<file path="src/rtl/core/bdq_pkg.sv">
`timescale 1ns / 1ps
// ----------------------------------------------------------------------------
// bdq_pkg
// shared sizes, operation codes and cell control types for the bounded deque
// ----------------------------------------------------------------------------
package bdq_pkg;

  localparam int DEPTH   = 16;
  localparam int DATA_W  = 32;
  localparam int CNT_W   = $clog2(DEPTH + 1);
  localparam int KIND_W  = 3;
  localparam int STAT_W  = 2;
  localparam int OUT_W   = 3 * DATA_W + CNT_W + 1 + STAT_W;
  localparam int OUT_TW  = ((OUT_W + 7) / 8) * 8;

  // request kinds
  localparam logic [KIND_W-1:0] KIND_PUSH_FRONT = 3'd0;
  localparam logic [KIND_W-1:0] KIND_PUSH_BACK  = 3'd1;
  localparam logic [KIND_W-1:0] KIND_POP_BACK   = 3'd2;
  localparam logic [KIND_W-1:0] KIND_ROTATE     = 3'd3;

  // result status codes
  localparam logic [STAT_W-1:0] STAT_OK    = 2'd0;
  localparam logic [STAT_W-1:0] STAT_EMPTY = 2'd1;
  localparam logic [STAT_W-1:0] STAT_FULL  = 2'd2;

  // per-cycle command broadcast to every cell
  typedef enum logic [2:0] {
    CELL_HOLD,
    CELL_PUSH_FRONT,
    CELL_PUSH_BACK,
    CELL_POP_BACK,
    CELL_ROTATE
  } cell_op_t;

  typedef struct packed {
    cell_op_t          op;
    logic [DATA_W-1:0] word;
  } cell_ctrl_t;

endpackage

</file>
<file path="src/rtl/core/bdq_cell.sv">
`timescale 1ns / 1ps
// ----------------------------------------------------------------------------
// bdq_cell
// one slot of the deque chain: holds a word and its valid flag, takes its
// neighbor's word on a front push or rotate
// ----------------------------------------------------------------------------
module bdq_cell (
  input  logic                       clk,
  input  logic                       rst_n,
  input  bdq_pkg::cell_ctrl_t        ctrl,
  input  logic [bdq_pkg::DATA_W-1:0] left_data,
  input  logic                       left_valid,
  input  logic                       right_valid,
  output logic [bdq_pkg::DATA_W-1:0] data_o,
  output logic                       valid_o,
  output logic                       is_back_o
);

  logic [bdq_pkg::DATA_W-1:0] data_r;
  logic [bdq_pkg::DATA_W-1:0] data_nxt;
  logic                       valid_r;
  logic                       valid_nxt;
  logic                       is_back;

  assign is_back = valid_r & ~right_valid;

  always_comb begin
    data_nxt  = data_r;
    valid_nxt = valid_r;
    case (ctrl.op)
      bdq_pkg::CELL_PUSH_FRONT: begin
        data_nxt  = left_data;
        valid_nxt = left_valid;
      end
      bdq_pkg::CELL_PUSH_BACK: begin
        // first free slot takes the word
        if (!valid_r && left_valid) begin
          data_nxt  = ctrl.word;
          valid_nxt = 1'b1;
        end
      end
      bdq_pkg::CELL_POP_BACK: begin
        if (is_back) begin
          valid_nxt = 1'b0;
        end
      end
      bdq_pkg::CELL_ROTATE: begin
        data_nxt = left_data;
      end
      default: begin
        data_nxt  = data_r;
        valid_nxt = valid_r;
      end
    endcase
  end

  always_ff @(posedge clk) begin
    data_r <= data_nxt;
  end

  always_ff @(posedge clk) begin
    if (!rst_n) begin
      valid_r <= 1'b0;
    end else begin
      valid_r <= valid_nxt;
    end
  end

  assign data_o    = data_r;
  assign valid_o   = valid_r;
  assign is_back_o = is_back;

endmodule

</file>
<file path="src/rtl/core/bounded_deque_with_rotate.sv">
`timescale 1ns / 1ps
// ----------------------------------------------------------------------------
// bounded_deque_with_rotate
// bounded double-ended queue built as a shifting chain of word cells
// ----------------------------------------------------------------------------
//
// channel  | dir | handshake          | payload
// ---------+-----+--------------------+------------------------------------
// in_      | in  | in_tvalid/tready   | tuser: kind, tdata: value
// out_     | out | out_tvalid/tready  | tdata: popped, front, back, count,
//          |     |                    |        is_empty, status
//
// for each word, the accept cycle applies the operation to the
// cell chain, and the following cycle reads the new front and back off the chain
// into the output register
// a new word is taken when no word is in flight and the output register is
// empty or being drained in the same cycle
// reset (rst_n low, synchronous) clears every cell's valid flag, the count
// and the handshake state; cell data is left as is
// output stalls hold the result register and block further input
//
module bounded_deque_with_rotate (
  input  logic                         clk,
  input  logic                         rst_n,
  input  logic                         in_tvalid,
  output logic                         in_tready,
  input  logic [bdq_pkg::DATA_W-1:0]   in_tdata,   // [31:0] value
  input  logic [bdq_pkg::KIND_W-1:0]   in_tuser,   // [2:0] kind
  output logic                         out_tvalid,
  input  logic                         out_tready,
  // [31:0] popped, [63:32] front_word, [95:64] back_word, [100:96] count,
  // [101] is_empty, [103:102] status
  output logic [bdq_pkg::OUT_TW-1:0]   out_tdata
);

  localparam int DEPTH  = bdq_pkg::DEPTH;
  localparam int DATA_W = bdq_pkg::DATA_W;
  localparam int CNT_W  = bdq_pkg::CNT_W;

  // cell chain taps
  logic [DATA_W-1:0] cell_data  [DEPTH];
  logic [DEPTH-1:0]  cell_valid;
  logic [DEPTH-1:0]  cell_back;
  logic [DATA_W-1:0] back_word;
  logic              chain_full;
  logic              chain_empty;

  bdq_pkg::cell_ctrl_t ctrl;
  logic [DATA_W-1:0]   head_word;

  // handshake and result state
  logic                       pend_r;
  logic                       out_valid_r;
  logic [DATA_W-1:0]          popped_r;
  logic [DATA_W-1:0]          popped_nxt;
  logic [bdq_pkg::STAT_W-1:0] status_r;
  logic [bdq_pkg::STAT_W-1:0] status_nxt;
  logic [CNT_W-1:0]           count_r;
  logic [CNT_W-1:0]           count_nxt;
  logic [bdq_pkg::OUT_TW-1:0] out_data_r;
  logic [bdq_pkg::OUT_TW-1:0] out_data_nxt;
  logic                       in_acc;

  // the back cell is the only one flagged, so an or of masked words selects it
  always_comb begin
    back_word = '0;
    for (int i = 0; i < DEPTH; i++) begin
      back_word = back_word | (cell_data[i] & {DATA_W{cell_back[i]}});
    end
  end

  assign chain_full  = cell_valid[DEPTH-1];
  assign chain_empty = ~cell_valid[0];

  assign in_tready = ~pend_r & (~out_valid_r | out_tready);
  assign in_acc    = in_tvalid & in_tready;

  // decode the request into a chain command, status and new count
  always_comb begin
    ctrl.op    = bdq_pkg::CELL_HOLD;
    ctrl.word  = in_tdata;
    popped_nxt = '0;
    status_nxt = bdq_pkg::STAT_OK;
    count_nxt  = count_r;
    case (in_tuser)
      bdq_pkg::KIND_PUSH_FRONT: begin
        if (chain_full) begin
          status_nxt = bdq_pkg::STAT_FULL;
        end else begin
          ctrl.op   = bdq_pkg::CELL_PUSH_FRONT;
          count_nxt = count_r + 1'b1;
        end
      end
      bdq_pkg::KIND_PUSH_BACK: begin
        if (chain_full) begin
          status_nxt = bdq_pkg::STAT_FULL;
        end else begin
          ctrl.op   = bdq_pkg::CELL_PUSH_BACK;
          count_nxt = count_r + 1'b1;
        end
      end
      bdq_pkg::KIND_POP_BACK: begin
        if (chain_empty) begin
          status_nxt = bdq_pkg::STAT_EMPTY;
        end else begin
          ctrl.op    = bdq_pkg::CELL_POP_BACK;
          popped_nxt = back_word;
          count_nxt  = count_r - 1'b1;
        end
      end
      bdq_pkg::KIND_ROTATE: begin
        // with a single word the shift leaves the visible contents unchanged
        if (chain_empty) begin
          status_nxt = bdq_pkg::STAT_EMPTY;
        end else begin
          ctrl.op = bdq_pkg::CELL_ROTATE;
        end
      end
      default: begin
        ctrl.op = bdq_pkg::CELL_HOLD;
      end
    endcase
    if (!in_acc) begin
      ctrl.op = bdq_pkg::CELL_HOLD;
    end
  end

  // word entering the front cell: the back word on rotate, else the input
  assign head_word = (ctrl.op == bdq_pkg::CELL_ROTATE) ? back_word : in_tdata;

  for (genvar g = 0; g < DEPTH; g++) begin : g_cell
    logic [DATA_W-1:0] l_data;
    logic              l_valid;
    logic              r_valid;
    if (g == 0) begin : g_first
      assign l_data  = head_word;
      assign l_valid = 1'b1;
    end else begin : g_mid
      assign l_data  = cell_data[g-1];
      assign l_valid = cell_valid[g-1];
    end
    if (g == DEPTH - 1) begin : g_last
      assign r_valid = 1'b0;
    end else begin : g_inner
      assign r_valid = cell_valid[g+1];
    end
    bdq_cell u_cell (
      .clk         (clk),
      .rst_n       (rst_n),
      .ctrl        (ctrl),
      .left_data   (l_data),
      .left_valid  (l_valid),
      .right_valid (r_valid),
      .data_o      (cell_data[g]),
      .valid_o     (cell_valid[g]),
      .is_back_o   (cell_back[g])
    );
  end

  // result word, built from the chain in the cycle after the operation
  always_comb begin
    out_data_nxt = '0;
    out_data_nxt[DATA_W-1:0]          = popped_r;
    out_data_nxt[2*DATA_W-1:DATA_W]   = cell_data[0] & {DATA_W{cell_valid[0]}};
    out_data_nxt[3*DATA_W-1:2*DATA_W] = back_word;
    out_data_nxt[3*DATA_W+CNT_W-1:3*DATA_W] = count_r;
    out_data_nxt[3*DATA_W+CNT_W]      = (count_r == '0);
    out_data_nxt[3*DATA_W+CNT_W+bdq_pkg::STAT_W:3*DATA_W+CNT_W+1] = status_r;
  end

  always_ff @(posedge clk) begin
    if (in_acc) begin
      popped_r <= popped_nxt;
      status_r <= status_nxt;
    end
    if (pend_r) begin
      out_data_r <= out_data_nxt;
    end
  end

  always_ff @(posedge clk) begin
    if (!rst_n) begin
      pend_r      <= 1'b0;
      out_valid_r <= 1'b0;
      count_r     <= '0;
    end else begin
      pend_r <= in_acc;
      if (in_acc) begin
        count_r <= count_nxt;
      end
      if (pend_r) begin
        out_valid_r <= 1'b1;
      end else if (out_tready) begin
        out_valid_r <= 1'b0;
      end
    end
  end

  assign out_tvalid = out_valid_r;
  assign out_tdata  = out_data_r;

endmodule

</file>
<file path="config.mk">
export PLATFORM = sky130hd
export DESIGN_NAME = bounded_deque_with_rotate
export DESIGN_NICKNAME = d
export VERILOG_FILES = /design/src/rtl/core/bdq_pkg.sv /design/src/rtl/core/bdq_cell.sv /design/src/rtl/core/bounded_deque_with_rotate.sv
export SDC_FILE = /design/constraint.sdc
export NUM_CORES = 1
export LEC_CHECK = 0
export BUFFER_PORTS_ARGS = -buffer_cell sky130_fd_sc_hd__buf_4
export CAP_MARGIN = 20
export CELL_PAD_IN_SITES_DETAIL_PLACEMENT = 1
export CELL_PAD_IN_SITES_GLOBAL_PLACEMENT = 1
export CORE_MARGIN = 2
export CORE_UTILIZATION = 35
export CTS_BUF_LIST = sky130_fd_sc_hd__clkbuf_4
export DETAILED_ROUTE_END_ITERATION = 8
export PLACE_DENSITY_LB_ADDON = 0.12
export SYNTH_ARGS = -nofsm -noshare
export SYNTH_HDL_FRONTEND = slang
export SYNTH_SLANG_ARGS = --single-unit
</file>
<file path="constraint.sdc">
create_clock -name clk -period 13.55 [get_ports clk]
set_input_delay 0.6775 -clock clk [delete_from_list [all_inputs] [get_ports clk]]
set_output_delay 0.6775 -clock clk [all_outputs]
set_load 0.05 [all_outputs]
</file>
Yosys cells after proc, flatten, opt, wreduce, memory -nomap -nowiden

Cells that the tools add are included.

Input port bits: 39
Register bits: 673
Output and inout bits: 106
Logic and storage cells: 315

Reductions and logical operators: 75
Bitwise operators: 67
Add/subtract/negate cells: 2
Equality and inequality tests: 40
Muxes and demuxes: 93

Operators with widths:

| kind                | number |
|---|---|
| $pmux 32 s2         | 16 |
| $and 32x32->32      | 17 |
| $mux 32             | 17 |
| $or 32x32->32       | 15 |
| $ne 2x1->1 const B  | 31 |
| $pmux 1 s3          | 15 |
| $reduce_and 3->1    | 14 |
| $reduce_and 2->1    | 19 |
| $mux 1              | 34 |
| $and 1x1->1         | 17 |
| $not 1->1           | 17 |
| $logic_and 1x1->1   | 15 |
| $logic_not 1->1     | 15 |
| $eq 3x2->1 const B  | 4 |
| $pmux 3 s4          | 1 |
| $mux 5              | 2 |
| $pmux 5 s2          | 1 |
| $reduce_bool 2->1   | 4 |
| $reduce_or 2->1     | 4 |
| $eq 3x1->1 const B  | 2 |
| $mux 2              | 3 |
| $mux 3              | 2 |
| $add 5x1->5 const B | 1 |
| $logic_not 5->1     | 1 |
| 9 further kinds     | 10 |

Depth between registers and ports, before layout

Gate-level depths: netlist (run 1).

Depth after elaboration: 20
Depth in mapped cells: 10
Depth with buffers taken out: 9

By module

From an unflattened synthesis (run 1), not the netlist that was laid out.

Cells, all modules: 2068
Area, all modules: 31921.9 um2

By module, submodules not included:

| module                    | area each (um2) | instances | cells each | sequential area each (um2) |
|---|---|---|---|---|
| bdq_cell                  | 1473.9          | 16        | 85         | 980.9 |
| bounded_deque_with_rotate | 8339.2          | 1         | 708        | 4284.1 |

Least setup slack after synthesis (run 1)

No wires, ideal clock.

Path kind: reg2reg
Start: register pend_r
End: register g_cell[15].u_cell.data_r (netlist bit g_cell[15].u_cell.data_o[0]), enable pin
Library setup time: 0.470 ns
Path buffers: 1
Arrival: 5.167 ns
Period minus slack after synthesis: 5.637 ns
Cell stages (with the launch flop): 5
Setup slack: 7.913 ns
Required time: 13.080 ns
Cells stage by stage: dfxtp_1 > or4b_4 > buf_6 > nand2b_1 > o31ai_1

Longest elaborated chain between the ends: 8
Elaborated cells between the ends (all ways): 11
Those cells by class: 4 x eq/ne; 1 x mux; 3 x bitwise; 3 x reduce/logical

Ends and longest elaborated chain:

| what                                     | line                             | source |
|---|---|---|
| start: declaration                       | bounded_deque_with_rotate.sv:52  | `logic pend_r;` |
| start signal: assignment                 | bounded_deque_with_rotate.sv:187 | `pend_r <= in_acc;` |
| $not 1->1 (*)                            | bounded_deque_with_rotate.sv:75  | `assign in_tready = ~pend_r & (~out_valid_r \| out_tready);` |
| $and 1x1->1 (*)                          | bounded_deque_with_rotate.sv:75  |  |
| $and 1x1->1 (*)                          | bounded_deque_with_rotate.sv:76  | `assign in_acc = in_tvalid & in_tready;` |
| $mux 3 (*)                               | bounded_deque_with_rotate.sv:123 | `if (!in_acc) begin` |
| $eq 3x3->1 or $eq 3x1->1 (tied branches) | bdq_cell.sv:30                   | `case (ctrl.op)` |
| $reduce_or 2->1 (no line)                | -                                |  |
| $reduce_bool 2->1 (no line)              | -                                |  |
| $reduce_and 2->1 (no line) (*)           | -                                |  |
| end signal: assignment                   | bdq_cell.sv:58                   | `data_r <= data_nxt;` |
| end: declaration                         | bdq_cell.sv:19                   | `logic [bdq_pkg::DATA_W-1:0] data_r;` |

Every way passes the cells marked *; elsewhere a longest branch is shown, timed or not.
A chain may end at the register's enable or synchronous reset.

Final worst setup path (run 1)

Start: input port in_tuser[1] (netlist bit)
End: register g_cell[4].u_cell.data_r (netlist bit g_cell[4].u_cell.data_o[6]) (data pin)

Longest elaborated chain between the ends: 6
Elaborated cells between the ends (all ways): 11
Those cells by class: 6 x eq/ne; 3 x mux; 2 x reduce/logical

Ends and longest elaborated chain:

| what                                     | line                             | source |
|---|---|---|
| start: declaration                       | bounded_deque_with_rotate.sv:28  | `input logic [bdq_pkg::KIND_W-1:0] in_tuser,` |
| $eq 3x2->1, or another cell as far along | bounded_deque_with_rotate.sv:85  | `case (in_tuser)` |
| $pmux 3 s4 (*)                           | bounded_deque_with_rotate.sv:85  |  |
| $mux 3 (*)                               | bounded_deque_with_rotate.sv:123 |  |
| $eq 3x3->1 or $eq 3x1->1 (tied branches) | bdq_cell.sv:30                   |  |
| $reduce_or 2->1 (no line)                | -                                |  |
| $pmux 32 s2 (*)                          | bdq_cell.sv:30                   |  |
| net g_cell[4].u_cell.data_nxt (one bit)  | bdq_cell.sv:20                   | `logic [bdq_pkg::DATA_W-1:0] data_nxt;` |
| end signal: assignment                   | bdq_cell.sv:58                   |  |
| end: declaration                         | bdq_cell.sv:19                   |  |

Mark *: on every way through the listed nets, which the timed path passes. The rest lies on a longest branch.

==> impl_metrics.env, run 1 <==
export IMPL_fp_dieH_um=292.7
export IMPL_dpl_cell_count=3016
export IMPL_timing_rr_end="g_cell[4].u_cell.data_o[6]$_DFFE_PP_"
export IMPL_worstMarginPinSlew_ps=1036
export IMPL_std_cell_rows=105
export IMPL_antenna_found_initial=2
export IMPL_cts_tree="built"
export IMPL_critPathMaxStageDelay_ps=960
export IMPL_ir_drop_v=0.00005954
export IMPL_drt_first_pass_iters=5
export IMPL_setup_viol_count_final=0
export IMPL_vias=18960
export IMPL_grt_pass1_vias=20360
export IMPL_areaGrowthSynthToFinish_pct=16.29
export IMPL_synthArstFlopShare=0
export IMPL_setup_tns_ps=0
export IMPL_grt_usage=0.2181
export IMPL_crit_required_ps=14370
export IMPL_path_class="primary input to flop"
export IMPL_power_switching_w=0.001141
export IMPL_critPathMaxFanout=97
export IMPL_leakage_nw=13.66
export IMPL_final_hold_violation_count=0
export IMPL_cap_violations=0
export IMPL_min_period_over_period=0.3208
export IMPL_min_period_ps=4347
export IMPL_worst_path_most_repeated_cell="buf_4"
export IMPL_cp_endpoint="g_cell[4].u_cell.data_o[6]$_DFFE_PP_"
export IMPL_cts_sinks=673
export IMPL_worstPathCellList="dlygate4sd3_1, buf_4, nor2_1, nand2_1, a21oi_4, buf_4, buf_4, a21o_1"
export IMPL_io_pins=145
export IMPL_p_int_w=0.003406
export IMPL_grt_max_degree=111
export IMPL_ys_seq_area_frac=0.6849
export IMPL_timing_rr_start="g_cell[15].u_cell.valid_o$_SDFFE_PN0P_"
export IMPL_synth_avg_cell_area_um2=14.88
export IMPL_drive_above_1_share=0.2425
export IMPL_crit_start="in_tuser[1]"
export IMPL_outcome="complete, no violations"
export IMPL_max_clock_freq_mhz=230.0
export IMPL_wl_per_cell_um=27.52
export IMPL_rsz0062_at_grt="false"
export IMPL_ys_flop_type="edfxtp_1"
export IMPL_cp_arrival_ps=5160
export IMPL_die_x_um=292.7
export IMPL_yosys_register_bits=673
export IMPL_antenna_left=0
export IMPL_grt_pass1_wl_um=136900
export IMPL_synth_fp_nets=2004
export IMPL_wirelength_um=93440
export IMPL_crit_buf_inv=4
export IMPL_end_kind="flop"
export IMPL_synth_edf_count=650
export IMPL_crit_path_start_kind="primary input"
export IMPL_start_util=0.3547
export IMPL_clock_skew_ps=61.86
export IMPL_maxSlewHeadroom=0.3093
export IMPL_cts_clk_slew_worst_paths_ps=70
export IMPL_min_path_type="flop to flop"
export IMPL_cts_buffers=188
export IMPL_p_clk_frac=0.408
export IMPL_seqPwrFrac=0.519
export IMPL_yosysUniqueCellTypes=41
export IMPL_nets=2220
export IMPL_h_tree_depth=4
export IMPL_syn_area_um2=29170
export IMPL_cts_setup_buffers=0
export IMPL_drtIter0Drc=1449
export IMPL_via_per_inst=5.584
export IMPL_rrSetupSlack_ps=9290
export IMPL_crit_slowest_cell="a21oi_4"
export IMPL_yosys_warnings=0
export IMPL_gp_congestion=0.7777
export IMPL_min_from="popped_r[25]$_SDFFCE_PN0P_"
export IMPL_slew_violations=0
export IMPL_p_per_area_nw_per_um2=134.0
export IMPL_die_area_um2=85670
export IMPL_core_um2=82240
export IMPL_insertion_delay_ps=1000
export IMPL_dpl_hpwl_um=50310
export IMPL_comb_power_share=0.074
export IMPL_cp_depth=8
export IMPL_final_instance_count_excl_fill=3395
export IMPL_grt_remaining_overflow=0
export IMPL_drc_errors=0
export IMPL_cts_root_buf="clkbuf_4"
export IMPL_numPortBuffers=144
export IMPL_reg2reg_depth=6
export IMPL_path_delay_family="buffers and inverters"
export IMPL_synth_cells=1961
export IMPL_clk_path_buf_depth=3
export IMPL_swShare=0.2509
-- synthesized netlist by cell type, types with 4 or more instances --
cell type	number	share of area
edfxtp_1	650	0.67
a21o_1	483	0.12
a22o_1	130	0.039
a221oi_1	127	0.038
clkbuf_1	106	0.014
and2_1	84	0.018
buf_2	62	0.011
buf_6	32	0.012
mux2_2	32	0.012
nand2_1	32	0.0041
nand4_1	32	0.0069
a21oi_1	29	0.0050
dfxtp_1	23	0.016
nor2_1	22	0.0028
nor2b_1	16	0.0034
o21ai_0	12	0.0021
and2_4	10	0.0030
inv_1	10	0.0013
o21a_1	10	0.0026
o2bb2ai_1	9	0.0027
nand3b_1	8	0.0021
nand3_1	6	0.0010
buf_1	4	0.00051
-- cells in the final DEF, fill, tap and decap left out, types with 28 or more instances in the layout --
cell,instances
mux2_2,32
a21o_1,482
a22o_1,130
edfxtp_1,650
dlygate4sd3_1,40
clkinv_1,49
a21oi_1,28
buf_4,189
a221oi_1,127
and2_1,83
clkbuf_4,268
nand4_1,32
-- state kept, by name, summed over array words and instances (netlist names) --
register,cells
g_cell.u_cell.valid_o,16
count_r,5
status_r,2
out_tvalid,1
g_cell.u_cell.data_o,512
popped_r,32
pend_r,1
out_tdata,104
-- area by class of cell --
class | instances | area, um^2
multi-input combinational | 1073 | 8335
clock inverter | 67 | 342.8
timing repair buffer | 231 | 1862
tap | 1070 | 1339
inverter | 10 | 37.54
sequential | 673 | 19990
fill | 8367 | 48320
clock buffer | 268 | 2012
antenna | 3 | 7.507
-- routing by layer --
| metal | part of all wire | wire length, um | GRT usage | vias to the layer above |
|---|---|---|---|---|
| met5 | 0 | 0 | 0 | - |
| met3 | 0.050 | 4696 | 0.04181 | 162 |
| li1 | - | - | - | 8309 |
| met4 | 0.024 | 2231 | 0.07505 | 0 |
| met2 | 0.49 | 45830 | 0.3627 | 585 |
| met1 | 0.44 | 40680 | 0.2853 | 9903 |
-- cells by family after synthesis --
| group | count (synthesis) | share of synthesized area |
|---|---|---|
| compound gates | 806 | 0.2155 |
| flops | 673 | 0.6849 |
| simple gates | 228 | 0.04581 |
| buf+inv | 215 | 0.03860 |
| mux | 32 | 0.01235 |
| fa+ha+maj | 4 | 0.001973 |
| xor+xnor | 3 | 0.0009009 |
-- metrics by stage --
step / worst slack [ps] / utilization / total power (W) / area (um^2) / hold WS, ps
after CTS: 9124 / 0.4120 / 0.004618 / 33890 / 393.7
final: 9203 / 0.4125 / 0.004547 / 33920 / 412.1
after detailed placement: 8659 / 0.3785 / 0.002732 / 31130 / 405.2
after global routing: 8955 / 0.4124 / 0.004742 / 33920 / 423.0
after floorplan: 7913 / - / 0.002625 / 29170 / 400.3
after global placement: 8795 / 0.3784 / 0.002724 / 31120 / 400.8
-- how the worst min path moves through the flow --
stage                                           endpoint  cells after the start
finish                           out_tdata[25]$_DFFE_PP_                      0
global route                    out_tdata[102]$_DFFE_PP_                      0
CTS                 g_cell[0].u_cell.data_o[3]$_DFFE_PP_                      3
floorplan                         out_tdata[0]$_DFFE_PP_                      0
global placement                 out_tdata[31]$_DFFE_PP_                      0
detailed placement               out_tdata[24]$_DFFE_PP_                      0
-- repair_timing --
action                     4_1_cts  5_1_grt
hold endpoints to repair        41        0
setup endpoints to repair        0        0
hold buffers                    40        0
gates resized for setup          0        0
-- power by group through the flow --
stage,clock network (W),logic [W],registers [W]
2_1_floorplan,0,0.000171,0.00245
3_3_place_gp,0,0.000322,0.00240
3_5_place_dp,0,0.000329,0.00240
4_1_cts,0.00192,0.000340,0.00236
5_1_grt,0.00202,0.000361,0.00236
6_report,0.00185,0.000336,0.00236
No activity file was read; power rests on OpenSTA's default activity.
==> run 2: changes to the inputs <==
--- a/config.mk
+++ b/config.mk
@@ -5,6 +5,7 @@
 export SDC_FILE = /design/constraint.sdc
 export NUM_CORES = 1
 export LEC_CHECK = 0
+export ABC_AREA = 1
 export BUFFER_PORTS_ARGS = -buffer_cell sky130_fd_sc_hd__buf_4
 export CAP_MARGIN = 20
 export CELL_PAD_IN_SITES_DETAIL_PLACEMENT = 1
==> constraint.sdc (replaced) <==
create_clock -name clk -period 4 [get_ports clk]
set_input_delay 0.2 -clock clk [delete_from_list [all_inputs] [get_ports clk]]
set_output_delay 0.2 -clock clk [all_outputs]
set_load 0.05 [all_outputs]
==> impl_metrics.env, run 2 <==
export IMPL_outcome="complete, no violations"
export IMPL_h_tree_depth=4
export IMPL_setup_viol_count_final=0
export IMPL_via_per_inst=5.250
export IMPL_top_usage_layer="met2"
export IMPL_p_per_area_nw_per_um2=457.1
export IMPL_core_um2=83820
export IMPL_drive_above_1_share=0.1710
export IMPL_grtUsageMet3=0.04511
export IMPL_die_x_um=295.2
export IMPL_slew_violations=0
export IMPL_power_w=0.01627
export IMPL_start_util=0.3542
export IMPL_final_cell_area_um2=35580
export IMPL_crit_required_ps=4740
export IMPL_antenna_left=0
export IMPL_cts_setup_buffers=0
export IMPL_synth_most_common_cell="nand2_1"
export IMPL_grt_remaining_overflow=0
export IMPL_leakage_nw=14.77
export IMPL_yosys_register_bits=673
export IMPL_cts_buffers=186
export IMPL_min_period_ps=3481
export IMPL_nets=3296
export IMPL_rsz0062_at_grt="false"
export IMPL_path_class="flop to flop"
export IMPL_ys_seq_area_frac=0.6730
export IMPL_syn_area_um2=29690
export IMPL_worstMarginPinSlew_ps=1117
export IMPL_yosys_warnings=0
export IMPL_cp_arrival_ps=4220
export IMPL_ys_top_cells_by_area="edfxtp_1 66%, nand2_1 9.0%, inv_1 5.8%"
export IMPL_std_cell_rows=106
export IMPL_wirelength_um=113800
export IMPL_grt_pass1_vias=24260
export IMPL_min_path_type="primary input to flop"
export IMPL_areaGrowthSynthToFinish_pct=19.86
export IMPL_synth_edf_count=650
export IMPL_clk_path_buf_depth=3
export IMPL_holdWs_ps=82.84
export IMPL_insertion_delay_ps=1080
export IMPL_drt_first_pass_iters=5
export IMPL_maxSlewHeadroom=0.2539
export IMPL_synth_cells=2906
export IMPL_met2_usage=0.4087
export IMPL_final_common_cell="nand2_1"
export IMPL_cts_clk_slew_worst_paths_ps=60
export IMPL_grt_usage=0.2625
export IMPL_drtIter0Drc=2106
export IMPL_final_hold_violation_count=0
export IMPL_cts_tree="built"
export IMPL_cts_sinks=673
export IMPL_synthArstFlopShare=0
export IMPL_max_clock_freq_mhz=287.3
export IMPL_yosys_area_top_type="edfxtp_1"
export IMPL_post_dp_cell_area_um2=32480
export IMPL_largest_reg_flops=512
export IMPL_drc_errors=0
export IMPL_synth_common_cells="708 x nand2_1, 650 x edfxtp_1, 461 x inv_1"
export IMPL_final_cell_mix="701 x nand2_1, 650 x edfxtp_1, 461 x inv_1"
export IMPL_synth_avg_cell_area_um2=10.22
export IMPL_die_area_um2=87160
export IMPL_critPathMaxFanout=63
export IMPL_wl_per_cell_um=25.16
export IMPL_numPortBuffers=144
export IMPL_vias=23760
export IMPL_yosysUniqueCellTypes=30
export IMPL_io_pins=145
export IMPL_cap_violations=0
export IMPL_yosysTopAreaCellShare=0.6575
export IMPL_cts_root_buf="clkbuf_4"
export IMPL_gp_congestion=0.8056
export IMPL_grt_max_degree=70
export IMPL_min_period_over_period=0.8702
export IMPL_synth_fp_nets=2949
export IMPL_grt_pass1_wl_um=165100
export IMPL_crit_path_start_kind="flop"
export IMPL_antenna_found_initial=4
export IMPL_cts_repair_resized=0
export IMPL_ys_flop_type="edfxtp_1"
export IMPL_fp_dieH_um=295.2
export IMPL_end_kind="flop"
export IMPL_dpl_hpwl_um=67280
export IMPL_ir_drop_v=0.0002546
export IMPL_use_met1=0.3736
export IMPL_clock_skew_ps=86.95
run 2: cell type report:
type | count | area, um^2
Antenna cell | 5 | 12.51
Clock buffer | 281 | 2110
Clock inverter | 40 | 220.2
Fill cell | 9446 | 48240
Inverter | 464 | 1749
Multi-Input combinational cell | 1613 | 7436
Sequential cell | 673 | 19990
Tap cell | 1134 | 1419
Timing Repair Buffer | 315 | 2650
run 2: cell families (layout without fill, tap and decap cells):
logic type | count (synthesis) | after routing | share of synthesized area
other cells | 0 | 5 | 0
buf+inv | 620 | 1100 | 0.08459
simple gates | 970 | 970 | 0.1255
fa+ha+maj | 4 | 4 | 0.001939
compound gates | 637 | 637 | 0.1143
xor+xnor | 2 | 2 | 0.0005902
flops | 673 | 673 | 0.6730
run 2: worst max-delay path, stage by stage (launching register included):
cell and delay (ps):
dfxtp_4 340, inv_1 50, nand2_1 90, nor2_4 240, inv_1 110, nor2_2 150, inv_2 70, nand2_4 80
buf_4 680, inv_8 340, buf_4 340, nand2_1 390, o21ai_0 240
run 2: metrics by stage:
stage                     utilization  instances  setup WS, ps  TNS (ps)
after global routing           0.4244       4523         222.8         0
after floorplan                     -       2906        -59.12    -11350
after detailed placement       0.3875       4123         569.8         0
final                          0.4245       4525         519.0         0
after global placement         0.3872       4122         646.1         0
after CTS                      0.4243       4520         577.3         0
run 2: final timing paths:
path | start | slack, ps | depth (start not counted) | end
setup reg to reg | pend_r$_SDFF_PN0_ | 520 | 12 | g_cell[10].u_cell.data_o[6]$_DFFE_PP_
hold / removal | in_tdata[9] | 80 | 4 | g_cell[0].u_cell.data_o[9]$_DFFE_PP_
hold reg to reg | popped_r[12]$_SDFFCE_PN0P_ | 400 | 0 | out_tdata[12]$_DFFE_PP_
setup / recovery | pend_r$_SDFF_PN0_ | 520 | 12 | g_cell[10].u_cell.data_o[6]$_DFFE_PP_
run 2: layer usage:
metal,wire length (um),vias up
li1,-,10550
met1,51030,12080
met2,51750,951
met3,8254,183
met4,2796,0
met5,0,-
run 2: repair_timing:
item,in CTS,in global routing
hold buffers,76,0
endpoints found under the setup margin,0,0
hold endpoints to repair,596,0
run 2: report_power, final:
group	internal, W	switching [W]	leakage [nW]
logic	0.000431	0.00130	7.20
registers	0.00811	0.0000986	6.18
clock network	0.00325	0.00307	1.39
total	0.0118	0.00447	14.8
==> run 3: changes to the inputs <==
--- a/config.mk
+++ b/config.mk
@@ -14,7 +14,7 @@
 export CORE_UTILIZATION = 35
 export CTS_BUF_LIST = sky130_fd_sc_hd__clkbuf_4
 export DETAILED_ROUTE_END_ITERATION = 8
-export PLACE_DENSITY_LB_ADDON = 0.12
+export PLACE_DENSITY = 0.58
 export SYNTH_ARGS = -nofsm -noshare
 export SYNTH_HDL_FRONTEND = slang
 export SYNTH_SLANG_ARGS = --single-unit
==> constraint.sdc (replaced) <==
create_clock -name clk -period 4 [get_ports clk]
set_input_delay 0.6 -clock clk [delete_from_list [all_inputs] [get_ports clk]]
set_output_delay 0.6 -clock clk [all_outputs]
set_load 0.05 [all_outputs]
==> impl_metrics.env, run 3 (synthesis gave the netlist of run 2 again) <==
export IMPL_seq_area_um2=19990
export IMPL_p_per_area_nw_per_um2=460.6
export IMPL_nets=3262
export IMPL_maxSlewHeadroom=0.1619
export IMPL_h_tree_depth=4
export IMPL_final_cell_mix="701 x nand2_1, 650 x edfxtp_1, 461 x inv_1"
export IMPL_cts_tree="built"
export IMPL_multi_input_area_um2=7443
export IMPL_grt_usage=0.2588
export IMPL_end_kind="flop"
export IMPL_worstMarginPinSlew_ps=1256
export IMPL_cts_sinks=673
export IMPL_cp_arrival_ps=4240
export IMPL_final_hold_violation_count=0
export IMPL_numPortBuffers=144
export IMPL_met2_usage=0.4165
export IMPL_insertion_delay_ps=1060
export IMPL_largest_reg_flops=512
export IMPL_num_fill_cells=9495
export IMPL_rsz0062_at_grt="false"
export IMPL_max_clock_freq_mhz=282.6
export IMPL_clk_path_buf_depth=3
export IMPL_fp_dieH_um=295.2
export IMPL_cts_clk_slew_worst_paths_ps=60
export IMPL_wirelength_um=112900
export IMPL_drc_errors=0
export IMPL_core_um2=83820
export IMPL_dpl_hpwl_um=71070
export IMPL_grt_max_degree=67
export IMPL_use_met1=0.3502
export IMPL_gp_congestion=0.8229
export IMPL_slew_violations=0
export IMPL_via_per_inst=5.234
export IMPL_vias=23510
export IMPL_start_util=0.3542
export IMPL_finish_utilization=0.4212
export IMPL_crit_required_ps=4700
export IMPL_crit_path_start_kind="flop"
export IMPL_cts_root_buf="clkbuf_4"
export IMPL_path_class="flop to flop"
export IMPL_outcome="complete, no violations"
export IMPL_grt_pass1_wl_um=161800
export IMPL_die_x_um=295.2
export IMPL_antenna_left=0
export IMPL_min_period_over_period=0.8847
export IMPL_setup_tns_ps=0
export IMPL_top_usage_layer="met2"
export IMPL_cts_buffers=185
export IMPL_grt_remaining_overflow=0
export IMPL_drtIter0Drc=2280
export IMPL_areaGrowthSynthToFinish_pct=18.92
export IMPL_wl_per_cell_um=25.14
export IMPL_setup_viol_count_final=0
export IMPL_leakage_nw=14.67
export IMPL_antenna_found_initial=6
export IMPL_ir_drop_v=0.0002485
export IMPL_grtUsageMet3=0.04954
export IMPL_drt_first_pass_iters=5
export IMPL_grt_pass1_vias=24180
export IMPL_die_area_um2=87160
export IMPL_min_period_ps=3539
export IMPL_min_path_type="primary input to flop"
export IMPL_cap_violations=0
export IMPL_critPathMaxFanout=18
export IMPL_io_pins=145
export IMPL_std_cell_rows=106
export IMPL_final_common_cell="nand2_1"
export IMPL_drive_above_1_share=0.1746
export IMPL_clock_skew_ps=78.61
-- run 3: cell count changes in the layout (fill, tap and decap cells not counted), sizes merged --
cell	previous run	this run
clkinv	31	37
dlygate4sd3	76	39
buf	239	243
diode	5	1
bufinv	1	3
inv	468	469
clkbuf	281	275
-- run 3: layout make-up --
class                      count  area share
sequential                   673      0.5661
tap                         1134     0.04019
clock buffer                 275     0.05848
antenna                        1  0.00007088
inverter                     464     0.04955
clock inverter                49    0.008258
multi-input combinational   1613      0.2108
timing repair buffer         282     0.06649
-- run 3: final timing paths --
path	start	to	slack [ps]	cells after the start
max reg2reg	pend_r$_SDFF_PN0_	g_cell[7].u_cell.data_o[30]$_DFFE_PP_	460	11
min reg2reg	popped_r[12]$_SDFFCE_PN0P_	out_tdata[12]$_DFFE_PP_	360	0
max	pend_r$_SDFF_PN0_	g_cell[7].u_cell.data_o[30]$_DFFE_PP_	460	11
min	in_tuser[0]	g_cell[0].u_cell.valid_o$_SDFFE_PN0P_	180	6
-- run 3: power breakdown --
part	total, W	switching, W	internal [W]
sequential	0.00822	0.000110	0.00811
clock	0.00636	0.00303	0.00332
combinational	0.00168	0.00128	0.000403
-- run 3: per-stage QoR --
stage	cells	total power (W)	hold WS (ps)	worst slack, ps	cell area [um^2]
finish	4491	0.01626	183.6	461.0	35300
floorplan	2906	0.009223	400.3	-59.12	29730
CTS	4490	0.01642	35.40	413.3	35300
global route	4491	0.01690	109.8	320.3	35300
global placement	4126	0.009966	401.2	547.0	32540
detailed placement	4127	0.01001	406.3	518.9	32550
-- run 3: critical path, stage by stage, from the launching register on --
cell and delay (ps):
dfxtp_4 340, inv_1 40, nand2_1 100, nor2_4 150, dlygate4sd3_1 560, inv_1 50, nor2_2 160, inv_2 70
nand2_4 130, nor2_4 190, a21oi_4 930, buf_4 430
-- run 3: what timing repair did --
action | 4_1_cts | 5_1_grt
hold buffers | 39 | 0
endpoints found under the hold margin | 69 | 0
setup buffers | 0 | 0
resized for setup | 0 | 0
-- run 3: per-layer routing --
layer  up-vias  share of wire
li1      10480              -
met1     11900           0.43
met2       941           0.46
met3       197          0.073
met4         0          0.027
met5         -              0
